## config.mk

```make
export PLATFORM = sky130hd
export DESIGN_NAME = sha256_message_hasher_flat
export DESIGN_NICKNAME = d
export VERILOG_FILES = /design/src/rtl/sha256mh_pkg.sv /design/src/rtl/sha256mh_req_if.sv /design/src/rtl/sha256mh_rsp_if.sv /design/src/rtl/sha256mh_dp.sv /design/src/rtl/sha256mh_ctrl.sv /design/src/rtl/sha256_message_hasher.sv /design/src/flat_wrapper.sv
export SDC_FILE = /design/constraint.sdc
export NUM_CORES = 2
export LEC_CHECK = 0
export ABC_CLOCK_PERIOD_IN_PS = 15400
export BUFFER_PORTS_ARGS = -buffer_cell sky130_fd_sc_hd__buf_2
export CORE_AREA = 2 2 468 354
export CTS_CLUSTER_DIAMETER = 120
export DETAILED_ROUTE_END_ITERATION = 6
export DIE_AREA = 0 0 470 356
export GPL_TIMING_DRIVEN = 0
export PLACE_DENSITY_LB_ADDON = 0.1
export SLEW_MARGIN = 40
export SYNTH_ARGS = -nofsm -noshare
export SYNTH_HDL_FRONTEND = slang
export SYNTH_SLANG_ARGS = --single-unit
```

## constraint.sdc

```tcl
create_clock -name clock -period 15.4 [get_ports clock]
set_clock_uncertainty 0.05 [all_clocks]
set_input_delay 3.08 -clock clock [delete_from_list [all_inputs] [get_ports clock]]
set_output_delay 3.08 -clock clock [all_outputs]
set_load 0.02 [all_outputs]
```

## src/rtl/sha256mh_pkg.sv

```systemverilog
`timescale 1ns / 1ps
// ----------------------------------------------------------------------------
// sha256mh_pkg
// Shared widths, hash constants, command and status types and the SHA-256
// round functions for the message hasher.
// ----------------------------------------------------------------------------
package sha256mh_pkg;

   localparam int WORD_W  = 32;
   localparam int BYTE_W  = 8;
   localparam int INDEX_W = 3;
   localparam int COUNT_W = 61;
   localparam int POS_W   = 6;
   localparam int ROUND_W = 6;
   localparam int BLOCK_WORDS  = 16;
   localparam int DIGEST_WORDS = 8;

   localparam logic [BYTE_W-1:0]  PAD_BYTE   = 8'h80;
   localparam logic [POS_W-1:0]   LAST_POS   = 6'd63;
   localparam logic [POS_W-1:0]   LENGTH_POS = 6'd56;
   localparam logic [ROUND_W-1:0] LAST_ROUND = 6'd63;
   localparam logic [INDEX_W-1:0] LAST_INDEX = 3'd7;

   localparam logic [WORD_W-1:0] INIT_HASH [DIGEST_WORDS] = '{
      32'h6a09e667, 32'hbb67ae85, 32'h3c6ef372, 32'ha54ff53a,
      32'h510e527f, 32'h9b05688c, 32'h1f83d9ab, 32'h5be0cd19};

   localparam logic [WORD_W-1:0] ROUND_K [64] = '{
      32'h428a2f98, 32'h71374491, 32'hb5c0fbcf, 32'he9b5dba5,
      32'h3956c25b, 32'h59f111f1, 32'h923f82a4, 32'hab1c5ed5,
      32'hd807aa98, 32'h12835b01, 32'h243185be, 32'h550c7dc3,
      32'h72be5d74, 32'h80deb1fe, 32'h9bdc06a7, 32'hc19bf174,
      32'he49b69c1, 32'hefbe4786, 32'h0fc19dc6, 32'h240ca1cc,
      32'h2de92c6f, 32'h4a7484aa, 32'h5cb0a9dc, 32'h76f988da,
      32'h983e5152, 32'ha831c66d, 32'hb00327c8, 32'hbf597fc7,
      32'hc6e00bf3, 32'hd5a79147, 32'h06ca6351, 32'h14292967,
      32'h27b70a85, 32'h2e1b2138, 32'h4d2c6dfc, 32'h53380d13,
      32'h650a7354, 32'h766a0abb, 32'h81c2c92e, 32'h92722c85,
      32'ha2bfe8a1, 32'ha81a664b, 32'hc24b8b70, 32'hc76c51a3,
      32'hd192e819, 32'hd6990624, 32'hf40e3585, 32'h106aa070,
      32'h19a4c116, 32'h1e376c08, 32'h2748774c, 32'h34b0bcb5,
      32'h391c0cb3, 32'h4ed8aa4a, 32'h5b9cca4f, 32'h682e6ff3,
      32'h748f82ee, 32'h78a5636f, 32'h84c87814, 32'h8cc70208,
      32'h90befffa, 32'ha4506ceb, 32'hbef9a3f7, 32'hc67178f2};

   // controller to datapath
   typedef struct packed {
      logic               absorb;   // write message byte, bump count
      logic               pad;      // write 0x80 at current position
      logic               length;   // write bit length into last two words
      logic               init;     // load schedule and working variables
      logic               round;    // one compression round
      logic               fold;     // add into chaining value, clear buffer
      logic               restart;  // back to initial hash, count cleared
      logic [ROUND_W-1:0] round_idx;
      logic [INDEX_W-1:0] word_idx;
   } cmd_type;

   // datapath to controller
   typedef struct packed {
      logic [POS_W-1:0] pos;        // byte position within the block
   } status_type;

   function automatic logic [WORD_W-1:0] big_sigma0(input logic [WORD_W-1:0] x);
      return {x[1:0], x[31:2]} ^ {x[12:0], x[31:13]} ^ {x[21:0], x[31:22]};
   endfunction

   function automatic logic [WORD_W-1:0] big_sigma1(input logic [WORD_W-1:0] x);
      return {x[5:0], x[31:6]} ^ {x[10:0], x[31:11]} ^ {x[24:0], x[31:25]};
   endfunction

   function automatic logic [WORD_W-1:0] small_sigma0(input logic [WORD_W-1:0] x);
      return {x[6:0], x[31:7]} ^ {x[17:0], x[31:18]} ^ {3'b000, x[31:3]};
   endfunction

   function automatic logic [WORD_W-1:0] small_sigma1(input logic [WORD_W-1:0] x);
      return {x[16:0], x[31:17]} ^ {x[18:0], x[31:19]} ^ {10'b0, x[31:10]};
   endfunction

endpackage

```

## src/rtl/sha256mh_req_if.sv

```systemverilog
`timescale 1ns / 1ps
// ----------------------------------------------------------------------------
// sha256mh_req_if
// Request channel: at most one message byte per transaction, with end mark.
// ----------------------------------------------------------------------------
interface sha256mh_req_if;
   logic                              valid;
   logic                              ready;
   logic [sha256mh_pkg::BYTE_W-1:0]   msg_byte;
   logic                              byte_present;
   logic                              end_of_message;

   modport source (output valid, output msg_byte, output byte_present,
                   output end_of_message, input ready);
   modport sink   (input valid, input msg_byte, input byte_present,
                   input end_of_message, output ready);
endinterface

```

## src/rtl/sha256mh_rsp_if.sv

```systemverilog
`timescale 1ns / 1ps
// ----------------------------------------------------------------------------
// sha256mh_rsp_if
// Response channel: one digest word per transaction.
// ----------------------------------------------------------------------------
interface sha256mh_rsp_if;
   logic                              valid;
   logic                              ready;
   logic [sha256mh_pkg::WORD_W-1:0]   digest_word;
   logic [sha256mh_pkg::INDEX_W-1:0]  word_index;
   logic                              last_word;

   modport source (output valid, output digest_word, output word_index,
                   output last_word, input ready);
   modport sink   (input valid, input digest_word, input word_index,
                   input last_word, output ready);
endinterface

```

## src/rtl/sha256mh_dp.sv

```systemverilog
`timescale 1ns / 1ps
// ----------------------------------------------------------------------------
// sha256mh_dp
// Datapath: block buffer, byte count, chaining value, schedule window and
// working variables with the one-round compression logic.
// ----------------------------------------------------------------------------
module sha256mh_dp (
   input  logic                             clock,
   input  logic                             reset,
   input  sha256mh_pkg::cmd_type            cmd,
   input  logic [sha256mh_pkg::BYTE_W-1:0]  msg_byte,
   output sha256mh_pkg::status_type         status,
   output logic [sha256mh_pkg::WORD_W-1:0]  digest_word
);

   logic [sha256mh_pkg::WORD_W-1:0]  chain_ff  [sha256mh_pkg::DIGEST_WORDS];
   logic [sha256mh_pkg::WORD_W-1:0]  chain_in  [sha256mh_pkg::DIGEST_WORDS];
   logic [sha256mh_pkg::WORD_W-1:0]  buffer_ff [sha256mh_pkg::BLOCK_WORDS];
   logic [sha256mh_pkg::WORD_W-1:0]  buffer_in [sha256mh_pkg::BLOCK_WORDS];
   logic [sha256mh_pkg::COUNT_W-1:0] count_ff, count_in;
   logic [sha256mh_pkg::WORD_W-1:0]  work_ff   [sha256mh_pkg::DIGEST_WORDS];
   logic [sha256mh_pkg::WORD_W-1:0]  work_in   [sha256mh_pkg::DIGEST_WORDS];
   logic [sha256mh_pkg::WORD_W-1:0]  window_ff [sha256mh_pkg::BLOCK_WORDS];
   logic [sha256mh_pkg::WORD_W-1:0]  window_in [sha256mh_pkg::BLOCK_WORDS];

   logic [sha256mh_pkg::POS_W-1:0]   pos;
   logic [sha256mh_pkg::BYTE_W-1:0]  lane_byte;
   logic [sha256mh_pkg::WORD_W-1:0]  lane_word;
   logic [63:0]                      bit_len;
   logic [sha256mh_pkg::WORD_W-1:0]  w_next, t1, t2;

   assign pos        = count_ff[sha256mh_pkg::POS_W-1:0];
   assign status.pos = pos;
   assign digest_word = chain_ff[cmd.word_idx];

   // big-endian byte lane within the word
   assign lane_byte = cmd.absorb ? msg_byte : sha256mh_pkg::PAD_BYTE;
   assign lane_word = {24'b0, lane_byte} << {~pos[1:0], 3'b000};
   assign bit_len   = {count_ff, 3'b000};

   // W[r+16] from the window holding W[r..r+15]
   assign w_next = sha256mh_pkg::small_sigma1(window_ff[14]) + window_ff[9] +
                   sha256mh_pkg::small_sigma0(window_ff[1]) + window_ff[0];

   assign t1 = work_ff[7] + sha256mh_pkg::big_sigma1(work_ff[4]) +
               ((work_ff[4] & work_ff[5]) ^ (~work_ff[4] & work_ff[6])) +
               sha256mh_pkg::ROUND_K[cmd.round_idx] + window_ff[0];
   assign t2 = sha256mh_pkg::big_sigma0(work_ff[0]) +
               ((work_ff[0] & work_ff[1]) ^ (work_ff[0] & work_ff[2]) ^
                (work_ff[1] & work_ff[2]));

   always_comb begin
      buffer_in = buffer_ff;
      chain_in  = chain_ff;
      count_in  = count_ff;
      work_in   = work_ff;
      window_in = window_ff;
      if (cmd.absorb || cmd.pad) begin
         buffer_in[pos[5:2]] = buffer_ff[pos[5:2]] | lane_word;
      end
      if (cmd.absorb) begin
         count_in = count_ff + 1'b1;
      end
      if (cmd.length) begin
         buffer_in[14] = bit_len[63:32];
         buffer_in[15] = bit_len[31:0];
      end
      if (cmd.init) begin
         window_in = buffer_ff;
         work_in   = chain_ff;
      end
      if (cmd.round) begin
         for (int i = 0; i < sha256mh_pkg::BLOCK_WORDS - 1; i++) begin
            window_in[i] = window_ff[i+1];
         end
         window_in[15] = w_next;
         for (int i = 1; i < sha256mh_pkg::DIGEST_WORDS; i++) begin
            work_in[i] = work_ff[i-1];
         end
         work_in[4] = work_ff[3] + t1;
         work_in[0] = t1 + t2;
      end
      if (cmd.fold) begin
         for (int i = 0; i < sha256mh_pkg::DIGEST_WORDS; i++) begin
            chain_in[i] = chain_ff[i] + work_ff[i];
         end
      end
      if (cmd.fold || cmd.restart) begin
         for (int i = 0; i < sha256mh_pkg::BLOCK_WORDS; i++) begin
            buffer_in[i] = '0;
         end
      end
      if (cmd.restart) begin
         chain_in = sha256mh_pkg::INIT_HASH;
         count_in = '0;
      end
   end

   always_ff @(posedge clock) begin
      if (reset) begin
         chain_ff <= sha256mh_pkg::INIT_HASH;
         count_ff <= '0;
         for (int i = 0; i < sha256mh_pkg::BLOCK_WORDS; i++) begin
            buffer_ff[i] <= '0;
         end
      end else begin
         chain_ff  <= chain_in;
         count_ff  <= count_in;
         buffer_ff <= buffer_in;
      end
   end

   // no reset: always written by init before any read
   always_ff @(posedge clock) begin
      work_ff   <= work_in;
      window_ff <= window_in;
   end

endmodule

```

## src/rtl/sha256mh_ctrl.sv

```systemverilog
`timescale 1ns / 1ps
// ----------------------------------------------------------------------------
// sha256mh_ctrl
// Controller: sequences byte intake, padding, compression rounds and
// digest readout, and drives the datapath commands.
// ----------------------------------------------------------------------------
module sha256mh_ctrl (
   input  logic                       clock,
   input  logic                       reset,
   input  logic                       req_valid,
   input  logic                       req_byte_present,
   input  logic                       req_end_of_message,
   output logic                       req_ready,
   output logic                       rsp_valid,
   input  logic                       rsp_ready,
   input  sha256mh_pkg::status_type   status,
   output sha256mh_pkg::cmd_type      cmd
);

   typedef enum logic [2:0] {
      S_IDLE, S_PAD, S_LENGTH, S_INIT, S_ROUND, S_FOLD, S_OUTPUT
   } state_type;

   typedef enum logic [1:0] {
      RET_BYTE, RET_PAD, RET_FINAL
   } return_type;

   state_type                         state_ff, state_in;
   return_type                        ret_ff, ret_in;
   logic                              end_ff, end_in;
   logic [sha256mh_pkg::ROUND_W-1:0]  round_ff, round_in;
   logic [sha256mh_pkg::INDEX_W-1:0]  index_ff, index_in;
   logic                              req_take;

   assign req_ready = (state_ff == S_IDLE);
   assign rsp_valid = (state_ff == S_OUTPUT);
   assign req_take  = req_valid && req_ready;

   always_comb begin
      state_in = state_ff;
      ret_in   = ret_ff;
      end_in   = end_ff;
      round_in = round_ff;
      index_in = index_ff;
      cmd           = '0;
      cmd.round_idx = round_ff;
      cmd.word_idx  = index_ff;
      case (state_ff)
         S_IDLE: begin
            if (req_take) begin
               end_in = req_end_of_message;
               if (req_byte_present) begin
                  cmd.absorb = 1'b1;
                  if (status.pos == sha256mh_pkg::LAST_POS) begin
                     ret_in   = RET_BYTE;
                     state_in = S_INIT;
                  end else if (req_end_of_message) begin
                     state_in = S_PAD;
                  end
               end else if (req_end_of_message) begin
                  state_in = S_PAD;
               end
            end
         end
         S_PAD: begin
            cmd.pad = 1'b1;
            if (status.pos >= sha256mh_pkg::LENGTH_POS) begin
               ret_in   = RET_PAD;
               state_in = S_INIT;
            end else begin
               state_in = S_LENGTH;
            end
         end
         S_LENGTH: begin
            cmd.length = 1'b1;
            ret_in     = RET_FINAL;
            state_in   = S_INIT;
         end
         S_INIT: begin
            cmd.init = 1'b1;
            round_in = '0;
            state_in = S_ROUND;
         end
         S_ROUND: begin
            cmd.round = 1'b1;
            round_in  = round_ff + 1'b1;
            if (round_ff == sha256mh_pkg::LAST_ROUND) begin
               state_in = S_FOLD;
            end
         end
         S_FOLD: begin
            cmd.fold = 1'b1;
            case (ret_ff)
               RET_BYTE:  state_in = end_ff ? S_PAD : S_IDLE;
               RET_PAD:   state_in = S_LENGTH;
               RET_FINAL: begin
                  index_in = '0;
                  state_in = S_OUTPUT;
               end
               default:   state_in = S_IDLE;
            endcase
         end
         S_OUTPUT: begin
            if (rsp_ready) begin
               index_in = index_ff + 1'b1;
               if (index_ff == sha256mh_pkg::LAST_INDEX) begin
                  cmd.restart = 1'b1;
                  state_in    = S_IDLE;
               end
            end
         end
         default: state_in = S_IDLE;
      endcase
   end

   always_ff @(posedge clock) begin
      if (reset) begin
         state_ff <= S_IDLE;
         ret_ff   <= RET_BYTE;
         end_ff   <= 1'b0;
         round_ff <= '0;
         index_ff <= '0;
      end else begin
         state_ff <= state_in;
         ret_ff   <= ret_in;
         end_ff   <= end_in;
         round_ff <= round_in;
         index_ff <= index_in;
      end
   end

   // intake and readout never overlap
   a_no_overlap: assert property (@(posedge clock) disable iff (reset)
      req_ready |-> !rsp_valid)
      else $error("request ready while digest is pending");

   // after the last digest word the block takes requests again
   a_back_to_idle: assert property (@(posedge clock) disable iff (reset)
      (rsp_valid && rsp_ready && cmd.word_idx == sha256mh_pkg::LAST_INDEX)
      |=> req_ready)
      else $error("not idle after final digest word");

   // round counter rests at zero outside the round loop
   a_round_rest: assert property (@(posedge clock) disable iff (reset)
      (state_ff != S_ROUND) |-> (round_ff == '0))
      else $error("round counter not at zero outside rounds");

   // readout always starts with word zero
   a_first_word: assert property (@(posedge clock) disable iff (reset)
      $rose(rsp_valid) |-> (cmd.word_idx == '0))
      else $error("digest readout did not start at word zero");

endmodule

```

## src/rtl/sha256_message_hasher.sv

```systemverilog
`timescale 1ns / 1ps
// ----------------------------------------------------------------------------
// sha256_message_hasher
// SHA-256 over a byte stream: packs bytes big-endian into 64-byte blocks,
// compresses each block, pads on end of message and returns the digest as
// eight 32-bit words.
// ----------------------------------------------------------------------------
//
//  channel   direction  payload                                 per transaction
//  --------  ---------  --------------------------------------  ------------------
//  req_bus   in         msg_byte, byte_present, end_of_message  one byte or end
//  rsp_bus   out        digest_word, word_index, last_word      one digest word
//
//  A byte that does not fill a block is only absorbed. A byte that
//  completes a block adds a compression: a load, 64 rounds and a fold, done by the
//  single shared round unit doing one round per cycle.
//  End of message: a padding step and a length step, one compression or
//  two, then eight digest transactions.
//  Reset: synchronous; chaining value back to the initial hash.
//  Stalls: req_bus.ready is high only while idle; rsp_bus.ready low holds the
//  current digest word until taken.
//
module sha256_message_hasher (
   input  logic          clock,
   input  logic          reset,
   sha256mh_req_if.sink   req_bus,
   sha256mh_rsp_if.source rsp_bus
);

   sha256mh_pkg::cmd_type    cmd;     // controller commands to the datapath
   sha256mh_pkg::status_type status;  // byte position back to the controller

   // sequencer: intake, padding, rounds, digest readout
   sha256mh_ctrl u_ctrl (
      .clock              (clock),
      .reset              (reset),
      .req_valid          (req_bus.valid),
      .req_byte_present   (req_bus.byte_present),
      .req_end_of_message (req_bus.end_of_message),
      .req_ready          (req_bus.ready),
      .rsp_valid          (rsp_bus.valid),
      .rsp_ready          (rsp_bus.ready),
      .status             (status),
      .cmd                (cmd)
   );

   // block buffer, counters, schedule and round logic
   sha256mh_dp u_dp (
      .clock       (clock),
      .reset       (reset),
      .cmd         (cmd),
      .msg_byte    (req_bus.msg_byte),
      .status      (status),
      .digest_word (rsp_bus.digest_word)
   );

   // word index follows the readout counter, most significant word first
   assign rsp_bus.word_index = cmd.word_idx;
   assign rsp_bus.last_word  = (cmd.word_idx == sha256mh_pkg::LAST_INDEX);

endmodule
```

## src/flat_wrapper.sv

```systemverilog
// flat-port wrapper written by rule: the top's interface ports become plain ports
module sha256_message_hasher_flat 
  (clock, reset, req_bus_valid, req_bus_msg_byte, req_bus_byte_present, req_bus_end_of_message, req_bus_ready, rsp_bus_valid, rsp_bus_digest_word, rsp_bus_word_index, rsp_bus_last_word, rsp_bus_ready);
  sha256mh_req_if req_bus_i ();
  sha256mh_rsp_if rsp_bus_i ();
  input  logic clock;
  input  logic reset;
  input wire logic [$bits(req_bus_i.valid)-1:0] req_bus_valid;
  input wire logic [$bits(req_bus_i.msg_byte)-1:0] req_bus_msg_byte;
  input wire logic [$bits(req_bus_i.byte_present)-1:0] req_bus_byte_present;
  input wire logic [$bits(req_bus_i.end_of_message)-1:0] req_bus_end_of_message;
  output wire logic [$bits(req_bus_i.ready)-1:0] req_bus_ready;
  output wire logic [$bits(rsp_bus_i.valid)-1:0] rsp_bus_valid;
  output wire logic [$bits(rsp_bus_i.digest_word)-1:0] rsp_bus_digest_word;
  output wire logic [$bits(rsp_bus_i.word_index)-1:0] rsp_bus_word_index;
  output wire logic [$bits(rsp_bus_i.last_word)-1:0] rsp_bus_last_word;
  input wire logic [$bits(rsp_bus_i.ready)-1:0] rsp_bus_ready;
  assign req_bus_i.valid = req_bus_valid;
  assign req_bus_i.msg_byte = req_bus_msg_byte;
  assign req_bus_i.byte_present = req_bus_byte_present;
  assign req_bus_i.end_of_message = req_bus_end_of_message;
  assign req_bus_ready = req_bus_i.ready;
  assign rsp_bus_valid = rsp_bus_i.valid;
  assign rsp_bus_digest_word = rsp_bus_i.digest_word;
  assign rsp_bus_word_index = rsp_bus_i.word_index;
  assign rsp_bus_last_word = rsp_bus_i.last_word;
  assign rsp_bus_i.ready = rsp_bus_ready;
  sha256_message_hasher u_core (.clock(clock), .reset(reset), .req_bus(req_bus_i), .rsp_bus(rsp_bus_i));
endmodule
```

==> Word level (Yosys, flattened, before mapping) <==
Memory sizes are Yosys's and may differ from the RTL's.
Cells that the tools add are included.
{ "totals": {"ff_bits": 1612, "mem_bits_ro": 2048, "in_bits": 14, "out_inout_bits": 38, "word_cells": 191, "n_memories": 1} }
{ "classes": {"addsub": 21, "n_lt_le_gt_ge": 5, "eq_ne": 19, "n_shift": 1, "mux": 49, "n_bitwise": 22, "reduce_logical": 18} }
{ "mem_list": {"columns": ["name", "depth", "word_bits", "rd", "rd_ports_with_merged_regs", "write_ports", "line_no", "text"], "rows": [
  ["(no name shown)", 64, 32, 1, 0, 0, "sha256mh_dp.sv:47", "sha256mh_pkg::ROUND_K[cmd.round_idx] + window_ff[0];"]
]} }
{ "op_table": {"columns": ["cell", "n"], "rows": [
  ["$mux 512", 2],
  ["$add 32x32->32", 18],
  ["$bwmux 512", 1],
  ["$mux 256", 2],
  ["$xor 32x32->32", 9],
  ["$mux 32", 7],
  ["$and 32x32->32", 5],
  ["$bmux 32 s4", 1],
  ["$demux 32 s4", 1],
  ["$mux 64", 2],
  ["$bmux 32 s3", 1],
  ["$add 61x1->61 const B", 1],
  ["$not 32->32", 1],
  ["$or 32x32->32", 1],
  ["$shl 8x5->32", 1],
  ["$xor 32x22->32", 1],
  ["$xor 32x29->32", 1],
  ["$mux 3", 9],
  ["$pmux 3 s7", 1],
  ["$mux 1", 13],
  ["$eq 3x3->1 const B", 4],
  ["$eq 6x6->1 const B", 2],
  ["$pmux 6 s2", 1],
  ["$ne 2x1->1 const B", 5],
  ["other kinds (33)", 45]
]} }

==> Depth between registers and ports, before layout <==
{ "logic_depth": {"depth_word": 10, "mapped_depth": 36, "depth_no_buf": 35} }

==> Cells and area by module <==
From an unflattened synthesis, not the netlist that was laid out.
{ "unflattened": {"hier_cells": 9046, "area_unflattened_um2": 95653.0} }
{ "modules_own_cells": {"columns": ["mod", "instances", "cells_per_inst", "area_per_inst_um2", "seq_area_each_um2"], "rows": [
  ["sha256mh_dp", 1, 8935, 94767.1, 39658.0],
  ["sha256mh_ctrl", 1, 110, 879.6, 300.3],
  ["sha256_message_hasher", 1, 1, 6.3, 0.0]
]} }

==> Worst setup path before layout <==
Ideal clock, no wire load.
{ "synth_path": {"kind": "register -> register", "start": "register u_core.u_ctrl.state_ff[2]", "end": "register u_core.u_dp.window_ff[0] in the netlist's numbering (enable)", "setup_time_ns": 1.108, "arrival_time_ns": 15.868, "t_required_ns": 14.242, "path_slack_ns": -1.626, "stages_incl_launch_ff": 6, "n_path_buf": 1, "period_less_slack_ns": 17.026, "path_cell_list": "dfxtp_1 buf_2 inv_1 nor3_1 nor2_1 inv_1"} }
{ "synth_via": {"elab_chain_cells": 3, "word_cells_on_any_way": 5, "cone_classes": "2 x eq/ne; 2 x mux; 1 x reduce/logical"} }
{ "synth_rtl": {"columns": ["element", "line_no", "text"], "rows": [
  ["from (decl)", "sha256mh_ctrl.sv:28", "state_type state_ff, state_in;"],
  ["from (signal assigned)", "sha256mh_ctrl.sv:124", "state_ff <= state_in;"],
  ["$eq 3x3->1 or $eq 3x2->1 (tied branches)", "sha256mh_ctrl.sv:48", "case (state_ff)"],
  ["$mux 1", "sha256mh_ctrl.sv:48", null],
  ["$reduce_bool 2->1 (no line) *", null, null],
  ["to (signal assigned)", "sha256mh_dp.sv:116", "window_ff <= window_in;"],
  ["to (decl)", "sha256mh_dp.sv:23", "logic [sha256mh_pkg::WORD_W-1:0] window_ff [sha256mh_pkg::BLOCK_WORDS];"]
]} }
Every way passes the cells marked *; elsewhere a longest branch is shown, timed or not.
A chain may end at the register's enable or synchronous reset.

==> impl_metrics.csv <==
group,metric,value,unit
critical_path,slowest_delay,720,ps
placed_design,io_buffer_count,50,
status,violations,"DRC",
global_route,grt_pass1_wl,596300,µm
routing,detail_route.vias_per_cell,6.887,
clock_network,numCtsBuffers,162,
die,row_count,129,
routing,drt_iter0_drc,17030,
clock_network,clk_pin_slew,70,ps
timing,period_share,73.60,%
timing,setup_tns,0,ps
critical_path,worstSetupStartpointType,"flip-flop",
synth,yosys.area.top_type,"edfxtp_1",
critical_path,path_class,"flip-flop to flip-flop",
flow_run,maxCapViolCount,0,
critical_path,end_kind,"flip-flop",
routing,vias,90240,
synth,synthTopCellsByArea,"edfxtp_1, dfxtp_1, nand2_1, mux4_2, ha_1",
routing,drt_first_pass_iters,7,
timing,tightestPinTransition,1076,ps
synth,syn_avg_cell_area,9.117,µm²
cells_and_area,area_growth,11.36,%
global_route,grt-ovfl-total,0,
synth,ys_ff_latch,1612,
timing,fmax,0.08823,GHz
critical_path,crit_path_frequent_cell,"inv_1",
worst_hold_path,worstHoldStart,"u_core.u_ctrl.end_ff$_SDFFE_PP0P_",
placed_design,dp.final_hpwl,342500,µm
placed_design,placed_area,100600,µm²
critical_path,worstPathMaxFanout,11,
cells_and_area,final_cells,13100,
synth,syn-num-nets,11080,
critical_path,critPathBufInv,6,
die,die_area,167300,µm²
clock_network,htreeDepth,4,
routing,drtAntennaViolNets,0,
timing,finalMaxSlewViolations,0,
timing,setup_viol,0,
timing,finalCriticalPeriod,11330,ps
synth,synth_edf_count,768,
routing,wl_per_cell,33.19,µm
clock_network,cts_resized,0,
global_route,grt.total_usage,50.41,%
placed_design,place_congestion,1.140,
status,status,"finished, violations left",
timing,hold_ws,423.0,ps
critical_path,crit_family,"compound AO/OA/AOI/OAI gates",
clock_network,cts_sinks,1612,
global_route,grt_pass1_vias,80400,
cells_and_area,layout_common_cells,"nand2_1, nor2_1, dfxtp_1",
cells_and_area,fin_area,106300,µm²
timing,finalHoldViolations,0,
critical_path,r2r_start,"u_core.u_ctrl.round_ff[1]$_SDFFE_PP0P_",
clock_network,cts_root_buf,"clkbuf_16",
cells_and_area,drive_gt1_share,9.136,%
critical_path,startpoint,"u_core.u_ctrl.round_ff[1]$_SDFFE_PP0P_",
synth,seq_area_frac_synth,41.86,%
cells_and_area,nets,11370,
routing,drc,20,
critical_path,crit_arrival,11860,ps
global_route,antenna_found_initial,47,
die,fp.dieH,356,µm
die,initial_core_util,58.45,%
global_route,grt_max_degree,29,
clock_network,insertion_delay,880,ps
synth,synth_top_area_share,24.16,%
clock_network,hold_buffers,0,
clock_network,clockBufferDepth,3,
timing,rsz0062_at_grt,"false",
cells_and_area,seq_area,39960,µm²
worst_hold_path,hp-class,"flip-flop to flip-flop",
synth,syn-cell-area,95470,µm²
cells_and_area,layout_commonest_cell,"nand2_1",
cells_and_area,multi_input_area,52070,µm²
synth,synthArstFlopShare,0,%
clock_network,cts_tree,"done",
critical_path,cp_slowest_cell,"clkbuf_1",
placed_design,dpl.cell_count,12760,
synth,yosysWarnings,0,
die,core-area,163300,µm²
synth,synth_cell_type_count,105,
synth,synthCells,10470,
cells_and_area,fill_cells,13440,
critical_path,required,15920,ps
routing,routed_wl,434900,µm
synth,synth_ff_type,"dfxtp_1",
timing,slew_headroom,28.28,%
die,die_w,470,µm
clock_network,cts_setup_buffers,0,
die,pin_count,52,
## registers in the layout, indices dropped and copies added (netlist names), 3 cells and up
register,flops
u_core.u_dp.buffer_ff,512
u_core.u_dp.window_ff,512
u_core.u_dp.chain_ff,256
u_core.u_dp.work_ff,256
u_core.u_dp.count_ff,61
u_core.u_ctrl.round_ff,6
u_core.u_ctrl.index_ff,3
u_core.u_ctrl.state_ff,3
## cell usage after synthesis, types with 16 or more instances
master       n
nand4_1     39
a21boi_0    16
or3_1       39
nand3_1    115
buf_2       59
fa_1       195
nor2b_1     55
a211oi_1   508
nor3_1      83
dfxtp_1    844
buf_1       56
xor2_1     234
a31oi_1     55
o21ai_1     22
o22ai_1     16
o21a_1      65
o31ai_1     27
o21bai_1    39
a211o_1     22
nand2_1   2621
xnor2_1    374
ha_1       401
and3_1      43
o21ai_0    388
nand3b_1    18
nor3b_1     18
a21oi_1    520
o211ai_1   102
edfxtp_1   768
clkbuf_1   541
inv_1      407
a221oi_1    67
mux2_2      63
mux4_2     230
a21o_1     174
nor2_1     913
nand2b_1    78
## per-stage QoR
stage               utilization (%)  setup slack, ps
detailed placement            61.58             4804
floorplan                         -             2083
CTS                           64.95             4775
finish                        65.08             4066
global route                  65.04             3944
global placement              60.26            -4675
## tightest hold or removal path, stage by stage (launching register included)
cell	delay (ps)
dfxtp_1	320
nand2_1	50
a21oi_1	60
## path summary, 6_finish.rpt
| kind | end | slack (ps) | depth (start not counted) |
|---|---|---|---|
| max | u_core.u_dp.work_ff[255]$_DFFE_PP_ | 4070 | 33 |
| min | u_core.u_ctrl.end_ff$_SDFFE_PP0P_ | 420 | 2 |
| max reg2reg | u_core.u_dp.work_ff[255]$_DFFE_PP_ | 4070 | 33 |
| min reg2reg | u_core.u_ctrl.end_ff$_SDFFE_PP0P_ | 420 | 2 |
## cell families after synthesis
group           synth area share (%)
compound gates                 15.04
xor+xnor                       5.578
fa+ha+maj                      9.376
buf+inv                        4.312
flops                          41.86
mux                            6.326
simple gates                   17.51
## layout make-up
cell class	instances	area share [%]
Multi-Input combinational cell	7788	48.98
Sequential cell	1612	37.59
Clock buffer	225	4.342
Buffer	662	2.561
Tap cell	2161	2.543
Timing Repair Buffer	126	1.610
Inverter	409	1.448
Clock inverter	80	0.8368
Antenna cell	41	0.09651
## per-layer routing
| metal | part of all wire [%] | global-route usage (%) | up-vias |
|---|---|---|---|
| li1 | - | - | 37180 |
| met1 | 38 | 68.97 | 43840 |
| met2 | 35 | 60.14 | 7830 |
| met3 | 21 | 34.01 | 1348 |
| met4 | 4.9 | 19.49 | 48 |
| met5 | 0.22 | 6.083 | - |
Power is not shown: default switching activity piles up to over one toggle a cycle in this logic, so the estimate is an artifact.
